--- config.mk ---
export PLATFORM = sky130hd
export DESIGN_NAME = lorenz_euler_point_generator_flat
export DESIGN_NICKNAME = d
export VERILOG_FILES = /design/src/rtl/lep_pkg.sv /design/src/rtl/lep_ifs.sv /design/src/rtl/lep_color.sv /design/src/rtl/lep_sequencer.sv /design/src/rtl/lep_datapath.sv /design/src/rtl/lorenz_euler_point_generator.sv /design/src/flat_wrapper.sv
export SDC_FILE = /design/constraint.sdc
export NUM_CORES = 2
export LEC_CHECK = 0
export BUFFER_PORTS_ARGS = -buffer_cell sky130_fd_sc_hd__buf_2
export CAP_MARGIN = 25
export CORE_MARGIN = 4
export CORE_UTILIZATION = 25
export CTS_CLUSTER_DIAMETER = 200
export DETAILED_ROUTE_END_ITERATION = 8
export HOLD_SLACK_MARGIN = 0.06
export PLACE_DENSITY_LB_ADDON = 0.2
export SLEW_MARGIN = 20
export SYNTH_ARGS = -nofsm -noshare
export SYNTH_HDL_FRONTEND = slang
export SYNTH_SLANG_ARGS = --single-unit
--- constraint.sdc ---
create_clock -name i_clk -period 24.2 [get_ports i_clk]
set_input_delay 2.42 -clock i_clk [delete_from_list [all_inputs] [get_ports i_clk]]
set_output_delay 2.42 -clock i_clk [all_outputs]
set_load 0.03 [all_outputs]
--- src/rtl/lep_pkg.sv ---
`default_nettype none

package lep_pkg;

    localparam int FRAC_BITS   = 16;
    localparam int VALUE_WIDTH = 24;
    localparam int COEF_W      = 24;
    localparam int DT_W        = 16;
    localparam int SCALE_W     = 23;
    localparam int CNT_W       = 17;
    localparam int COL_W       = 8;

    localparam int CFG_IDX_W  = 3;
    localparam int CFG_DATA_W = 24;

    localparam int OPW    = VALUE_WIDTH + 1;
    localparam int MAG_W  = VALUE_WIDTH;
    localparam int PROD_W = 2 * MAG_W;
    localparam int RM_W   = PROD_W + 1 - FRAC_BITS;
    localparam int PC_W   = 5;

    localparam logic signed [VALUE_WIDTH-1:0] INIT_X =
        VALUE_WIDTH'(((64'd1 << FRAC_BITS) + 64'd5) / 64'd10);

    localparam logic [COEF_W-1:0]  CFG_A_RST  = COEF_W'(64'd5 << FRAC_BITS);
    localparam logic [COEF_W-1:0]  CFG_B_RST  = COEF_W'(64'd15 << FRAC_BITS);
    localparam logic [COEF_W-1:0]  CFG_C_RST  = COEF_W'(64'd1 << FRAC_BITS);
    localparam logic [DT_W-1:0]    CFG_DT_RST =
        DT_W'(((64'd2 << FRAC_BITS) + 64'd50) / 64'd100);
    localparam logic [SCALE_W-1:0] CFG_SC_RST =
        SCALE_W'(((64'd1 << FRAC_BITS) + 64'd5) / 64'd10);
    localparam logic [CNT_W-1:0]   CFG_N_RST  = CNT_W'(6000);

    typedef enum logic [CFG_IDX_W-1:0] {
        CFG_COEF_A,
        CFG_COEF_B,
        CFG_COEF_C,
        CFG_TIME_STEP,
        CFG_OUT_SCALE,
        CFG_POINT_COUNT
    } t_cfg_idx;

    typedef struct packed {
        logic [COEF_W-1:0]  coef_a;
        logic [COEF_W-1:0]  coef_b;
        logic [COEF_W-1:0]  coef_c;
        logic [DT_W-1:0]    time_step;
        logic [SCALE_W-1:0] out_scale;
        logic [CNT_W-1:0]   point_count;
    } t_cfg;

    typedef logic [PC_W-1:0] t_pc;

    typedef enum logic [3:0] {
        SRC_X, SRC_Y, SRC_Z,
        SRC_A, SRC_B, SRC_C,
        SRC_DT, SRC_SC,
        SRC_T0, SRC_T1, SRC_T2,
        SRC_NX, SRC_NY, SRC_NZ
    } t_src;

    typedef enum logic [3:0] {
        DST_NONE,
        DST_T0, DST_T1, DST_T2,
        DST_NX, DST_NY, DST_NZ,
        DST_OX, DST_OY, DST_OZ
    } t_dst;

    typedef enum logic [1:0] {
        COL_NONE, COL_X, COL_Y, COL_Z
    } t_col;

    typedef enum logic [1:0] {
        SQ_NEXT,
        SQ_SKIP_NR,
        SQ_INIT,
        SQ_COMMIT
    } t_sop;

    typedef enum logic {
        ST_IDLE,
        ST_RUN
    } t_seq_state;

    typedef struct packed {
        t_sop sop;
        t_pc  target;
        logic mul_go;
        t_src mul_a;
        t_src mul_b;
        t_dst mul_dst;
        logic alu_sub;
        t_src alu_a;
        t_src alu_b;
        t_dst alu_dst;
        t_col col;
    } t_uword;

    typedef struct packed {
        t_uword uw;
        logic   init;
        logic   commit;
    } t_ctrl;

    localparam t_uword UW_NOP = '{
        sop:     SQ_NEXT,
        target:  '0,
        mul_go:  1'b0,
        mul_a:   SRC_X,
        mul_b:   SRC_X,
        mul_dst: DST_NONE,
        alu_sub: 1'b0,
        alu_a:   SRC_X,
        alu_b:   SRC_X,
        alu_dst: DST_NONE,
        col:     COL_NONE
    };

    localparam t_pc PC_BODY = PC_W'(2);

    function automatic t_uword f_uw(
        input logic mul_go,
        input t_src mul_a,
        input t_src mul_b,
        input t_dst mul_dst,
        input logic alu_sub,
        input t_src alu_a,
        input t_src alu_b,
        input t_dst alu_dst,
        input t_col col
    );
        t_uword w;
        w         = UW_NOP;
        w.mul_go  = mul_go;
        w.mul_a   = mul_a;
        w.mul_b   = mul_b;
        w.mul_dst = mul_dst;
        w.alu_sub = alu_sub;
        w.alu_a   = alu_a;
        w.alu_b   = alu_b;
        w.alu_dst = alu_dst;
        w.col     = col;
        return w;
    endfunction

    // one Euler step; a product is registered in P at issue, then rounded and written back by the following word
    function automatic t_uword f_ucode(input t_pc pc);
        t_uword w;
        w = UW_NOP;
        case (pc)
            PC_W'(0): begin
                w.sop    = SQ_SKIP_NR;
                w.target = PC_BODY;
            end
            PC_W'(1): begin
                w.sop = SQ_INIT;
            end
            PC_W'(2): w = f_uw(1'b0, SRC_X, SRC_X, DST_NONE,
                               1'b1, SRC_Y, SRC_X, DST_T0, COL_X);
            PC_W'(3): w = f_uw(1'b1, SRC_A, SRC_T0, DST_NONE,
                               1'b1, SRC_B, SRC_Z, DST_T1, COL_Y);
            PC_W'(4): w = f_uw(1'b1, SRC_X, SRC_T1, DST_T0,
                               1'b0, SRC_X, SRC_X, DST_NONE, COL_Z);
            PC_W'(5): w = f_uw(1'b1, SRC_T0, SRC_DT, DST_T1,
                               1'b0, SRC_X, SRC_X, DST_NONE, COL_NONE);
            PC_W'(6): w = f_uw(1'b1, SRC_X, SRC_Y, DST_T2,
                               1'b1, SRC_T1, SRC_Y, DST_T1, COL_NONE);
            PC_W'(7): w = f_uw(1'b1, SRC_T1, SRC_DT, DST_T0,
                               1'b0, SRC_X, SRC_T2, DST_NX, COL_NONE);
            PC_W'(8): w = f_uw(1'b1, SRC_C, SRC_Z, DST_T2,
                               1'b0, SRC_X, SRC_X, DST_NONE, COL_NONE);
            PC_W'(9): w = f_uw(1'b1, SRC_NX, SRC_SC, DST_T1,
                               1'b0, SRC_Y, SRC_T2, DST_NY, COL_NONE);
            PC_W'(10): w = f_uw(1'b1, SRC_NY, SRC_SC, DST_OX,
                                1'b1, SRC_T0, SRC_T1, DST_T0, COL_NONE);
            PC_W'(11): w = f_uw(1'b1, SRC_T0, SRC_DT, DST_OY,
                                1'b0, SRC_X, SRC_X, DST_NONE, COL_NONE);
            PC_W'(12): w = f_uw(1'b0, SRC_X, SRC_X, DST_T2,
                                1'b0, SRC_X, SRC_X, DST_NONE, COL_NONE);
            PC_W'(13): w = f_uw(1'b0, SRC_X, SRC_X, DST_NONE,
                                1'b0, SRC_Z, SRC_T2, DST_NZ, COL_NONE);
            PC_W'(14): w = f_uw(1'b1, SRC_NZ, SRC_SC, DST_NONE,
                                1'b0, SRC_X, SRC_X, DST_NONE, COL_NONE);
            PC_W'(15): w = f_uw(1'b0, SRC_X, SRC_X, DST_OZ,
                                1'b0, SRC_X, SRC_X, DST_NONE, COL_NONE);
            PC_W'(16): begin
                w.sop = SQ_COMMIT;
            end
            default: w = UW_NOP;
        endcase
        return w;
    endfunction

endpackage

`default_nettype wire

--- src/rtl/lep_ifs.sv ---
`default_nettype none

interface lep_in_if import lep_pkg::*; ();
    logic valid;
    logic ready;
    logic restart;

    modport source (output valid, output restart, input ready);
    modport sink   (input valid, input restart, output ready);
endinterface

interface lep_out_if import lep_pkg::*; ();
    logic                          valid;
    logic                          ready;
    logic signed [VALUE_WIDTH-1:0] point_x;
    logic signed [VALUE_WIDTH-1:0] point_y;
    logic signed [VALUE_WIDTH-1:0] point_z;
    logic [COL_W-1:0]              color_red;
    logic [COL_W-1:0]              color_green;
    logic [COL_W-1:0]              color_blue;
    logic                          last_point;

    modport source (
        output valid, output point_x, output point_y, output point_z,
        output color_red, output color_green, output color_blue,
        output last_point, input ready
    );
    modport sink (
        input valid, input point_x, input point_y, input point_z,
        input color_red, input color_green, input color_blue,
        input last_point, output ready
    );
endinterface

`default_nettype wire

--- src/rtl/lep_color.sv ---
`default_nettype none

module lep_color import lep_pkg::*; (
    input  logic signed [VALUE_WIDTH-1:0] i_value,
    output logic [COL_W-1:0]              o_color
);

    localparam int CN_W = (VALUE_WIDTH + 9 > FRAC_BITS + 13) ?
                          VALUE_WIDTH + 9 : FRAC_BITS + 13;
    localparam logic [63:0]     DEN      = 64'd10 << FRAC_BITS;
    localparam logic [CN_W-1:0] HALF_DEN = CN_W'(DEN / 64'd2);
    localparam logic [CN_W-1:0] CLAMP    = CN_W'(DEN * 64'd256);
    localparam int              M_W      = 12;
    localparam int              RECIP_SH = 16;
    localparam logic [12:0]     RECIP_10 = 13'd6554;

    logic [CN_W-1:0]         num;
    logic [M_W-1:0]          m;
    logic [M_W+12:0]         q;

    // round(v*255/(10<<F)); /10 done by reciprocal, exact for m < 2560
    always_comb begin
        num = (CN_W'(i_value) << 8) - CN_W'(i_value) + HALF_DEN;
        m   = num[FRAC_BITS +: M_W];
        q   = (M_W + 13)'(m) * (M_W + 13)'(RECIP_10);
        if (i_value[VALUE_WIDTH-1] || i_value == '0) begin
            o_color = '0;
        end else if (num >= CLAMP) begin
            o_color = '1;
        end else begin
            o_color = q[RECIP_SH +: COL_W];
        end
    end

endmodule

`default_nettype wire

--- src/rtl/lep_sequencer.sv ---
`default_nettype none

module lep_sequencer import lep_pkg::*; (
    input  logic   i_clk,
    input  logic   i_rst_n,
    lep_in_if.sink i_in,
    input  logic   i_can_commit,
    output t_ctrl  o_ctrl
);

    t_seq_state r_state;
    t_seq_state n_state;
    t_pc        r_pc;
    logic       r_restart;
    t_uword     uw;

    assign uw = f_ucode(r_pc);

    always_comb begin
        n_state = r_state;
        unique case (r_state)
            ST_IDLE: begin
                if (i_in.valid) begin
                    n_state = ST_RUN;
                end
            end
            ST_RUN: begin
                if (uw.sop == SQ_COMMIT && i_can_commit) begin
                    n_state = ST_IDLE;
                end
            end
            default: n_state = ST_IDLE;
        endcase
    end

    always_comb begin
        i_in.ready    = (r_state == ST_IDLE);
        o_ctrl.uw     = (r_state == ST_RUN) ? uw : UW_NOP;
        o_ctrl.init   = (r_state == ST_RUN) && (uw.sop == SQ_INIT);
        o_ctrl.commit = (r_state == ST_RUN) && (uw.sop == SQ_COMMIT) && i_can_commit;
    end

    always_ff @(posedge i_clk) begin
        if (!i_rst_n) begin
            r_state <= ST_IDLE;
            r_pc    <= '0;
        end else begin
            r_state <= n_state;
            priority if (r_state == ST_IDLE) begin
                r_pc <= '0;
            end else if (uw.sop == SQ_SKIP_NR && !r_restart) begin
                r_pc <= uw.target;
            end else if (uw.sop == SQ_COMMIT) begin
                if (i_can_commit) begin
                    r_pc <= '0;
                end
            end else begin
                r_pc <= r_pc + 1'b1;
            end
        end
    end

    always_ff @(posedge i_clk) begin
        if (r_state == ST_IDLE && i_in.valid) begin
            r_restart <= i_in.restart;
        end
    end

endmodule

`default_nettype wire

--- src/rtl/lep_datapath.sv ---
`default_nettype none

module lep_datapath import lep_pkg::*; (
    input  logic       i_clk,
    input  logic       i_rst_n,
    input  t_cfg       i_cfg,
    input  t_ctrl      i_ctrl,
    output logic       o_can_commit,
    lep_out_if.source  o_out
);

    localparam logic [PROD_W:0]  RND_HALF = (PROD_W + 1)'(64'd1 << (FRAC_BITS - 1));
    localparam logic [RM_W-1:0]  LIM_NEG  = RM_W'(64'd1 << (VALUE_WIDTH - 1));
    localparam logic [RM_W-1:0]  LIM_POS  = RM_W'((64'd1 << (VALUE_WIDTH - 1)) - 64'd1);
    localparam logic [VALUE_WIDTH-1:0] V_MAX = {1'b0, {(VALUE_WIDTH - 1){1'b1}}};
    localparam logic [VALUE_WIDTH-1:0] V_MIN = {1'b1, {(VALUE_WIDTH - 1){1'b0}}};

    logic signed [VALUE_WIDTH-1:0] r_x, r_y, r_z;
    logic signed [VALUE_WIDTH-1:0] r_t0, r_t1, r_t2;
    logic signed [VALUE_WIDTH-1:0] r_nx, r_ny, r_nz;
    logic signed [VALUE_WIDTH-1:0] r_ox, r_oy, r_oz;
    logic [CNT_W-1:0]              r_cnt;
    logic [COL_W-1:0]              r_col_r, r_col_g, r_col_b;
    logic                          r_p_neg;
    logic [PROD_W-1:0]             r_p_mag;
    logic                          r_out_valid;
    logic signed [VALUE_WIDTH-1:0] r_out_x, r_out_y, r_out_z;
    logic [COL_W-1:0]              r_out_r, r_out_g, r_out_b;
    logic                          r_out_last;

    logic signed [OPW-1:0]         mul_a, mul_b, alu_a, alu_b;
    logic [OPW-1:0]                abs_a, abs_b;
    logic [PROD_W-1:0]             prod;
    logic [PROD_W:0]               rsum;
    logic [RM_W-1:0]               rmag, rlim;
    logic [VALUE_WIDTH-1:0]        rclip;
    logic signed [VALUE_WIDTH-1:0] mres;
    logic signed [OPW:0]           asum;
    logic                          afits;
    logic signed [VALUE_WIDTH-1:0] ares;
    logic signed [VALUE_WIDTH-1:0] col_in;
    logic [COL_W-1:0]              col_out;
    logic [CNT_W-1:0]              cnt_inc, cnt_lim;
    logic                          last;

    function automatic logic signed [OPW-1:0] f_sel(input t_src s);
        logic signed [OPW-1:0] v;
        unique case (s)
            SRC_X:   v = OPW'(r_x);
            SRC_Y:   v = OPW'(r_y);
            SRC_Z:   v = OPW'(r_z);
            SRC_A:   v = OPW'($signed(i_cfg.coef_a));
            SRC_B:   v = OPW'($signed(i_cfg.coef_b));
            SRC_C:   v = OPW'($signed(i_cfg.coef_c));
            SRC_DT:  v = OPW'(i_cfg.time_step);
            SRC_SC:  v = OPW'(i_cfg.out_scale);
            SRC_T0:  v = OPW'(r_t0);
            SRC_T1:  v = OPW'(r_t1);
            SRC_T2:  v = OPW'(r_t2);
            SRC_NX:  v = OPW'(r_nx);
            SRC_NY:  v = OPW'(r_ny);
            SRC_NZ:  v = OPW'(r_nz);
            default: v = '0;
        endcase
        return v;
    endfunction

    // sign-magnitude multiply, rounded half away from zero, saturated
    always_comb begin
        mul_a = f_sel(i_ctrl.uw.mul_a);
        mul_b = f_sel(i_ctrl.uw.mul_b);
        abs_a = mul_a[OPW-1] ? OPW'(-mul_a) : OPW'(mul_a);
        abs_b = mul_b[OPW-1] ? OPW'(-mul_b) : OPW'(mul_b);
        prod  = PROD_W'(abs_a[MAG_W-1:0]) * PROD_W'(abs_b[MAG_W-1:0]);

        rsum  = {1'b0, r_p_mag} + RND_HALF;
        rmag  = rsum[PROD_W:FRAC_BITS];
        rlim  = r_p_neg ? LIM_NEG : LIM_POS;
        rclip = (rmag > rlim) ? rlim[VALUE_WIDTH-1:0] : rmag[VALUE_WIDTH-1:0];
        mres  = $signed(r_p_neg ? (~rclip + 1'b1) : rclip);
    end

    always_comb begin
        alu_a = f_sel(i_ctrl.uw.alu_a);
        alu_b = f_sel(i_ctrl.uw.alu_b);
        asum  = i_ctrl.uw.alu_sub ? ((OPW + 1)'(alu_a) - (OPW + 1)'(alu_b))
                                  : ((OPW + 1)'(alu_a) + (OPW + 1)'(alu_b));
        afits = (&asum[OPW:VALUE_WIDTH-1]) || !(|asum[OPW:VALUE_WIDTH-1]);
        ares  = afits ? asum[VALUE_WIDTH-1:0] : (asum[OPW] ? V_MIN : V_MAX);
    end

    always_comb begin
        unique case (i_ctrl.uw.col)
            COL_X:   col_in = r_x;
            COL_Y:   col_in = r_y;
            COL_Z:   col_in = r_z;
            default: col_in = '0;
        endcase
    end

    lep_color u_color (
        .i_value (col_in),
        .o_color (col_out)
    );

    always_comb begin
        cnt_inc      = r_cnt + 1'b1;
        cnt_lim      = (i_cfg.point_count == '0) ? CNT_W'(1) : i_cfg.point_count;
        last         = (cnt_inc >= cnt_lim);
        o_can_commit = !r_out_valid || o_out.ready;
    end

    always_ff @(posedge i_clk) begin
        if (i_ctrl.uw.mul_go) begin
            r_p_neg <= mul_a[OPW-1] ^ mul_b[OPW-1];
            r_p_mag <= prod;
        end
        unique case (i_ctrl.uw.mul_dst)
            DST_T0:  r_t0 <= mres;
            DST_T1:  r_t1 <= mres;
            DST_T2:  r_t2 <= mres;
            DST_NX:  r_nx <= mres;
            DST_NY:  r_ny <= mres;
            DST_NZ:  r_nz <= mres;
            DST_OX:  r_ox <= mres;
            DST_OY:  r_oy <= mres;
            DST_OZ:  r_oz <= mres;
            default: ;
        endcase
        unique case (i_ctrl.uw.alu_dst)
            DST_T0:  r_t0 <= ares;
            DST_T1:  r_t1 <= ares;
            DST_T2:  r_t2 <= ares;
            DST_NX:  r_nx <= ares;
            DST_NY:  r_ny <= ares;
            DST_NZ:  r_nz <= ares;
            DST_OX:  r_ox <= ares;
            DST_OY:  r_oy <= ares;
            DST_OZ:  r_oz <= ares;
            default: ;
        endcase
        unique case (i_ctrl.uw.col)
            COL_X:   r_col_r <= col_out;
            COL_Y:   r_col_g <= col_out;
            COL_Z:   r_col_b <= col_out;
            default: ;
        endcase
        if (i_ctrl.commit) begin
            r_out_x    <= r_ox;
            r_out_y    <= r_oy;
            r_out_z    <= r_oz;
            r_out_r    <= r_col_r;
            r_out_g    <= r_col_g;
            r_out_b    <= r_col_b;
            r_out_last <= last;
        end
    end

    always_ff @(posedge i_clk) begin
        if (!i_rst_n) begin
            r_x         <= INIT_X;
            r_y         <= '0;
            r_z         <= '0;
            r_cnt       <= '0;
            r_out_valid <= 1'b0;
        end else begin
            priority if (i_ctrl.init) begin
                r_x   <= INIT_X;
                r_y   <= '0;
                r_z   <= '0;
                r_cnt <= '0;
            end else if (i_ctrl.commit) begin
                r_x   <= last ? INIT_X : r_nx;
                r_y   <= last ? '0 : r_ny;
                r_z   <= last ? '0 : r_nz;
                r_cnt <= last ? '0 : cnt_inc;
            end
            priority if (i_ctrl.commit) begin
                r_out_valid <= 1'b1;
            end else if (o_out.ready) begin
                r_out_valid <= 1'b0;
            end
        end
    end

    always_comb begin
        o_out.valid       = r_out_valid;
        o_out.point_x     = r_out_x;
        o_out.point_y     = r_out_y;
        o_out.point_z     = r_out_z;
        o_out.color_red   = r_out_r;
        o_out.color_green = r_out_g;
        o_out.color_blue  = r_out_b;
        o_out.last_point  = r_out_last;
    end

endmodule

`default_nettype wire

--- src/rtl/lorenz_euler_point_generator.sv ---
// A request is accepted only while idle; with restart set, an init step runs before
// the Euler step. No new request is taken until the point commits; the chain of
// dependent products through the single shared multiplier sets the step length.
// The result register frees the sequencer while a point waits downstream.
// Reset (synchronous, active low): configuration registers to defaults, state to (0.1, 0, 0).
`default_nettype none

module lorenz_euler_point_generator import lep_pkg::*; (
    input  logic                  i_clk,
    input  logic                  i_rst_n,
    input  logic                  i_cfg_we,
    input  logic [CFG_IDX_W-1:0]  i_cfg_idx,
    input  logic [CFG_DATA_W-1:0] i_cfg_data,
    lep_in_if.sink                i_in,
    lep_out_if.source             o_out
);

    t_cfg  r_cfg;
    t_ctrl ctrl;
    logic  can_commit;

    always_ff @(posedge i_clk) begin
        if (!i_rst_n) begin
            r_cfg.coef_a      <= CFG_A_RST;
            r_cfg.coef_b      <= CFG_B_RST;
            r_cfg.coef_c      <= CFG_C_RST;
            r_cfg.time_step   <= CFG_DT_RST;
            r_cfg.out_scale   <= CFG_SC_RST;
            r_cfg.point_count <= CFG_N_RST;
        end else if (i_cfg_we) begin
            unique case (t_cfg_idx'(i_cfg_idx))
                CFG_COEF_A:      r_cfg.coef_a      <= i_cfg_data[COEF_W-1:0];
                CFG_COEF_B:      r_cfg.coef_b      <= i_cfg_data[COEF_W-1:0];
                CFG_COEF_C:      r_cfg.coef_c      <= i_cfg_data[COEF_W-1:0];
                CFG_TIME_STEP:   r_cfg.time_step   <= i_cfg_data[DT_W-1:0];
                CFG_OUT_SCALE:   r_cfg.out_scale   <= i_cfg_data[SCALE_W-1:0];
                CFG_POINT_COUNT: r_cfg.point_count <= i_cfg_data[CNT_W-1:0];
                default: ;
            endcase
        end
    end

    lep_sequencer u_seq (
        .i_clk        (i_clk),
        .i_rst_n      (i_rst_n),
        .i_in         (i_in),
        .i_can_commit (can_commit),
        .o_ctrl       (ctrl)
    );

    lep_datapath u_dp (
        .i_clk        (i_clk),
        .i_rst_n      (i_rst_n),
        .i_cfg        (r_cfg),
        .i_ctrl       (ctrl),
        .o_can_commit (can_commit),
        .o_out        (o_out)
    );

endmodule

`default_nettype wire
--- src/flat_wrapper.sv ---
// flat-port wrapper written by rule: the top's interface ports become plain ports
module lorenz_euler_point_generator_flat import lep_pkg::*;
  (i_clk, i_rst_n, i_cfg_we, i_cfg_idx, i_cfg_data, i_in_valid, i_in_restart, i_in_ready, o_out_valid, o_out_point_x, o_out_point_y, o_out_point_z, o_out_color_red, o_out_color_green, o_out_color_blue, o_out_last_point, o_out_ready);
  lep_in_if i_in_i ();
  lep_out_if o_out_i ();
  input  logic i_clk;
  input  logic i_rst_n;
  input  logic i_cfg_we;
  input  logic [CFG_IDX_W-1:0] i_cfg_idx;
  input  logic [CFG_DATA_W-1:0] i_cfg_data;
  input wire logic [$bits(i_in_i.valid)-1:0] i_in_valid;
  input wire logic [$bits(i_in_i.restart)-1:0] i_in_restart;
  output wire logic [$bits(i_in_i.ready)-1:0] i_in_ready;
  output wire logic [$bits(o_out_i.valid)-1:0] o_out_valid;
  output wire logic [$bits(o_out_i.point_x)-1:0] o_out_point_x;
  output wire logic [$bits(o_out_i.point_y)-1:0] o_out_point_y;
  output wire logic [$bits(o_out_i.point_z)-1:0] o_out_point_z;
  output wire logic [$bits(o_out_i.color_red)-1:0] o_out_color_red;
  output wire logic [$bits(o_out_i.color_green)-1:0] o_out_color_green;
  output wire logic [$bits(o_out_i.color_blue)-1:0] o_out_color_blue;
  output wire logic [$bits(o_out_i.last_point)-1:0] o_out_last_point;
  input wire logic [$bits(o_out_i.ready)-1:0] o_out_ready;
  assign i_in_i.valid = i_in_valid;
  assign i_in_i.restart = i_in_restart;
  assign i_in_ready = i_in_i.ready;
  assign o_out_valid = o_out_i.valid;
  assign o_out_point_x = o_out_i.point_x;
  assign o_out_point_y = o_out_i.point_y;
  assign o_out_point_z = o_out_i.point_z;
  assign o_out_color_red = o_out_i.color_red;
  assign o_out_color_green = o_out_i.color_green;
  assign o_out_color_blue = o_out_i.color_blue;
  assign o_out_last_point = o_out_i.last_point;
  assign o_out_i.ready = o_out_ready;
  lorenz_euler_point_generator u_core (.i_clk(i_clk), .i_rst_n(i_rst_n), .i_cfg_we(i_cfg_we), .i_cfg_idx(i_cfg_idx), .i_cfg_data(i_cfg_data), .i_in(i_in_i), .o_out(o_out_i));
endmodule
; After elaboration in Yosys (flattened, before gate mapping)
; Index checks and enable logic that the tools add are counted.
[word_totals]
regBits = 611
in_bits = 33
out_inout_bits = 99
[op_classes]
n_addsub = 10
n_mul = 2
magnitude_cmp = 3
eq_ne = 98
muxes = 50
bitwise_logic = 4
reduce_logical = 40
[op_table]
columns = cell, count
row1 = $pmux 25 s14, 4
row2 = $mux 24, 28
row3 = $pmux 28 s14, 1
row4 = $eq 4x4->1 const B, 28
row5 = $eq 4x3->1 const B, 24
row6 = $pmux 24 s3, 1
row7 = $add 48x16->49 const B, 1
row8 = $eq 4x2->1 const B, 12
row9 = $mul 24x24->48, 1
row10 = $neg 24->24, 2
row11 = $eq 5x4->1 const B, 8
row12 = $mux 17, 2
row13 = $add 33x19->33 const B, 1
row14 = $ge 33x28->1 const B, 1
row15 = $gt 33x24->1, 1
row16 = $sub 32x24->33, 1
row17 = $mux 28, 1
row18 = $add 25x25->26, 1
row19 = $mux 26, 1
row20 = $sub 25x25->26, 1
row21 = $add 24x1->24 const B, 1
row22 = $eq 4x1->1 const B, 6
row23 = $logic_not 24->1, 1
row24 = $not 24->24, 1
row25 = other kinds (34), 78

; Longest topological paths before layout
[depth]
ltp_word = 12
depth_mapped = 46

; Cells and area by module
; A second synthesis with hierarchy kept.
[unflattened]
hier_cells = 6596
area_unflattened_um2 = 61741.7
[modules_own_cells]
columns = module, n_inst, cells_each, area_per_inst_um2, seq_area_each_um2
row1 = lep_datapath, 1, 5421, 51306.7, 12942.4
row2 = lorenz_euler_point_generator, 1, 473, 4880.9, 2562.5
row3 = lep_color, 1, 561, 4590.7, 0.0
row4 = lep_sequencer, 1, 141, 963.4, 150.1

; Least setup slack after synthesis
; No wires, ideal clock.
[synth_path]
kind = register -> register
startpoint = reg u_core.u_seq.r_pc[2]
endpoint = reg u_core.u_dp.r_p_mag[45] (data pin)
setup_ns = 0.162
t_arrival_ns = 10.521
t_required_ns = 24.038
slack_ns = 13.518
stages_incl_launch_ff = 43
path_buffers = 5
path_cell_list = dfxtp_1 buf_4 buf_4 clkbuf_1 and3_1 ha_1 o21ai_1 a21o_1 clkbuf_1 a221o_1 a2111oi_2 ha_1 nand3_1 or4_1 o21ai_1 xnor2_1 clkbuf_1 nand2_1 [... 7 more ...] fa_1 fa_1 inv_1 fa_1 inv_1 ha_1 a21oi_1 o21ai_0 a21o_1 a21o_1 a21oi_1 o21a_1 o21ai_0 a21oi_1 o31ai_2 a221o_1 or4b_1 o2111ai_1
[synth_via]
elab_chain_len = 8
word_cells_on_any_way = 51
classes_between = add/sub: 2 / mul: 1 / eq/ne: 40 / mux: 6 / reduce/logical: 2
[synth_lines]
columns = element, line_no
row1 = start: declaration, lep_sequencer.sv:13  ; t_pc r_pc;
row2 = start signal: assignment, lep_sequencer.sv:52  ; r_pc <= uw.target;
row3 = start signal: assignment, lep_sequencer.sv:58  ; r_pc <= r_pc + 1'b1;
row4 = $eq 5x4->1 (tied with other cells), lep_pkg.sv:150  ; case (pc)
row5 = $pmux 28 s14 *, lep_pkg.sv:150
row6 = $mux 28 *, lep_sequencer.sv:38  ; o_ctrl.uw = (r_state == ST_RUN) ? uw : UW_NOP;
row7 = $eq 4x4->1 (tied with other cells), lep_datapath.sv:48  ; unique case (s)
row8 = $pmux 25 s14, lep_datapath.sv:48
row9 = $neg 24->24 (on tied branches), "lep_datapath.sv:72, lep_datapath.sv:73"
row10 = $mux 24 (on tied branches), "lep_datapath.sv:72, lep_datapath.sv:73"
row11 = $mul 24x24->48 *, lep_datapath.sv:74  ; prod = PROD_W'(abs_a[MAG_W-1:0]) * PROD_W'(abs_b[MAG_W-1:0]);
row12 = via u_core.u_dp.prod[45], lep_datapath.sv:33  ; logic [PROD_W-1:0] prod;
row13 = end signal: assignment, lep_datapath.sv:116  ; r_p_mag <= prod;
row14 = end: declaration, lep_datapath.sv:25  ; logic [PROD_W-1:0] r_p_mag;
; Mark *: on every way through the listed nets, which the timed path passes. The rest lies on a longest branch.
; A chain may end at the register's enable or synchronous reset.

; Worst setup path after layout
[layout_path]
startpoint = reg u_core.u_seq.r_pc[0]
endpoint = reg u_core.u_dp.r_p_mag[45] (data pin)
; The elaborated chain is that of the path after synthesis.

==> reports/results.ini <==
[drt]
route.detailed.drc = 6
dr.pass1.iters = 9
vias_per_cell = 5.09
totalWireLength_um = 208000
ant_nets = 0
vias = 44524
wl_per_cell_um = 23.8
drt_iter0_drc = 4356

[sta]
hold_viol_final = 0
finalMaxSlewViolations = 0
finalCritPeriodShare = 0.526
max-slew-margin-rel = 0.221
finalSetupViolCount = 0
rsz0062_at_grt = false
fin_crit_ns = 12.74
worst_clock_skew_ns = 0.0372
fmax_mhz = 78.5
setup_tns_ns = 0
max_slew.worst_pin.slew_ns = 1.17

[yosys]
yosys_warnings = 0
synth_edf_count = 372
yosys-top-cells-area = edfxtp_1 (21%), fa_1 (19%), ha_1 (8.8%)
syn_inst = 5791
synth_top_area_share = 0.206
synth_area_sq_mm = 0.0541
synthDistinctLibCells = 111
ys_ff_latch = 596
async_reset_ff_frac = 0
synth-main-ff-cell = edfxtp_1
synth_top_cell_by_area = edfxtp_1
seq_area_frac_synth = 0.289
syn_avg_cell_area_sq_um = 9.35
syn_nets = 6726

[critical_path]
crit_start = u_core.u_seq.r_pc[0]
cp_data_required_time_ns = 24.71
crit_arrival_ns = 13.24
startpoint_type = flip-flop
cp_slowest_cell = a2111oi_2
cp_max_fo = 24
crit_path_end_kind = flip-flop
worstReg2RegStart = u_core.u_seq.r_pc[0]
max_stage_delay_ns = 1.05
crit_type = reg2reg
cp_common_cell = fa_1

[hold_path]
hold_start = u_core.u_dp.r_oz[8]
hold_class = reg2reg

[finish]
multi_input_area_sq_mm = 0.0351
fin_area_sq_mm = 0.0613
layout.cells.non_filler = 8743
regArea_sq_mm = 0.0157
area.growth.synth_to_final_pct = 13.3
layout-drive-gt1-share = 0.0930
num-nets-final = 6771
fillCellCount = 22717

[floorplanning]
die_h_um = 473
die_x_um = 473
fp-row-count = 170
dieArea_sq_mm = 0.224
design.core.area_sq_mm = 0.215
initial_core_util = 0.252
ios = 132

[placed_design]
dp_hpwl_um = 158000
post_dp_cell_area_sq_mm = 0.0588
gp_congestion = 0.940
dp.cells = 8594
io_buffers = 131

[grt]
grt_max_degree = 79
first_global_vias = 44723
antenna_found_initial = 26
grt_usage = 0.182
grt.overflow.total = 0
grt_pass1_wl_um = 304000

[flow_run]
cap_violations = 0

[cts]
cts_setup_buffers = 0
cts-resized-gates = 0
clkLatencyLatePin_ns = 0.70
cts_buffers = 72
clock_path_buffers = 3
cts_tree = done
htreeDepth = 3
cts_root_buffer = clkbuf_16
cts_sinks = 596
cts.clk_slew.worst_paths_ns = 0.06
hold_buffers = 0

[power_and_ir_drop]
internal_power_mw = 2.09
clockPowerShare = 0.359
switching_share = 0.344
p_switching_mw = 1.10
peakVddDrop_mv = 0.0915
leakagePower_nw = 25.5
p_seq_frac = 0.349
power_density_mw_per_mm2 = 52.0
p_comb_frac = 0.292

[status]
violations = DRC
status = finished with violations

[worst paths after layout]
kind                                  end  slack [ns]  cells past startpoint
max               u_core.u_dp.r_p_mag[45]       11.46                     37
min          u_core.u_dp.o_out.point_z[8]        0.40                      0
max reg2reg       u_core.u_dp.r_p_mag[45]       11.46                     37
min reg2reg  u_core.u_dp.o_out.point_z[8]        0.40                      0
[per-stage QoR]
stage / setup slack (ns) / util / power (mW) / hold WS, ns
after floorplan: 13.52 / - / 1.71 / 0.400
after global placement: 11.59 / 0.273 / 2.08 / 0.401
after detailed placement: 11.56 / 0.273 / 2.07 / 0.405
after CTS: 11.53 / 0.285 / 3.24 / 0.403
after global routing: 10.93 / 0.285 / 3.35 / 0.414
final: 11.46 / 0.285 / 3.19 / 0.397
[state kept, by name, indices dropped and copies added, names as in the netlist, 17 cells and up]
name	flops
u_core.u_dp.o_out.point_z	24
u_core.r_cfg	128
u_core.u_dp.r_nz	24
u_core.u_dp.r_t2	24
u_core.u_dp.r_t1	24
u_core.u_dp.r_ny	24
u_core.u_dp.r_oz	24
u_core.u_dp.r_ox	24
u_core.u_dp.r_p_mag	33
u_core.u_dp.r_x	24
u_core.u_dp.r_nx	24
u_core.u_dp.o_out.point_x	24
u_core.u_dp.o_out.point_y	24
u_core.u_dp.r_cnt	17
u_core.u_dp.r_oy	24
u_core.u_dp.r_z	24
u_core.u_dp.r_y	24
u_core.u_dp.r_t0	24
[synth_stat cells (114+ instances only)]
master,count
a22oi_1,224
o21ai_0,154
a21oi_1,202
ha_1,381
clkbuf_1,244
inv_1,740
nand3_1,156
dfxtp_1,224
fa_1,521
and2_1,149
a21boi_0,114
nor2_1,186
edfxtp_1,372
nand2_1,971
[power groups by stage]
| stage | Clock (mW) | Sequential, mW | Combinational [mW] |
|---|---|---|---|
| after floorplan | 0 | 1.13 | 0.581 |
| after global placement | 0 | 1.14 | 0.948 |
| after detailed placement | 0 | 1.14 | 0.938 |
| after CTS | 1.18 | 1.11 | 0.948 |
| after global routing | 1.21 | 1.11 | 1.02 |
| final | 1.14 | 1.11 | 0.930 |
[logic make-up (layout without fill, tap and decap cells)]
logic type,count (synthesis),after routing,synth area share
and+or+nand+nor,1799,1799,0.152
AOI/OAI and AO/OA,1199,1199,0.161
buffers and inverters,1042,1146,0.0735
adders and majority gates,902,902,0.281
DFF,596,596,0.289
xor gates and xnor gates,190,190,0.0310
muxes,63,63,0.0123
other,0,10,0
[layout make-up]
cell class,count,share of cell area
diodes,10,0.000408
clock buffers,91,0.0315
clock inverters,42,0.00896
inverters,743,0.0455
multi-input cells,4153,0.572
flip-flops and latches,596,0.255
well taps,2838,0.0579
repair buffers,270,0.0288
[per-layer routing]
metal | track usage | part of all wire
met1 | 0.228 | 0.41
met2 | 0.309 | 0.48
met3 | 0.0235 | 0.057
met4 | 0.0860 | 0.054
met5 | 0 | 0.00021
[cells in the final DEF (no fill, tap or decap), types with 149 or more instances in the layout]
cell type,n
a21oi_1,199
a22oi_1,224
and2_1,149
dfxtp_1,224
edfxtp_1,372
fa_1,521
ha_1,381
inv_1,739
nand2_1,970
nand3_1,155
nor2_1,171
o21ai_0,152
[worst max-delay path, delay by kind of cell, from the launching register on]
kind,cells,cell delay (ns)
buf+inv,4,0.54
fa+ha+maj,11,5.27
xor+xnor,1,0.13
compound gates,14,4.44
simple gates,7,1.77
flops,1,0.42
No activity file was read; power rests on OpenSTA's default activity.
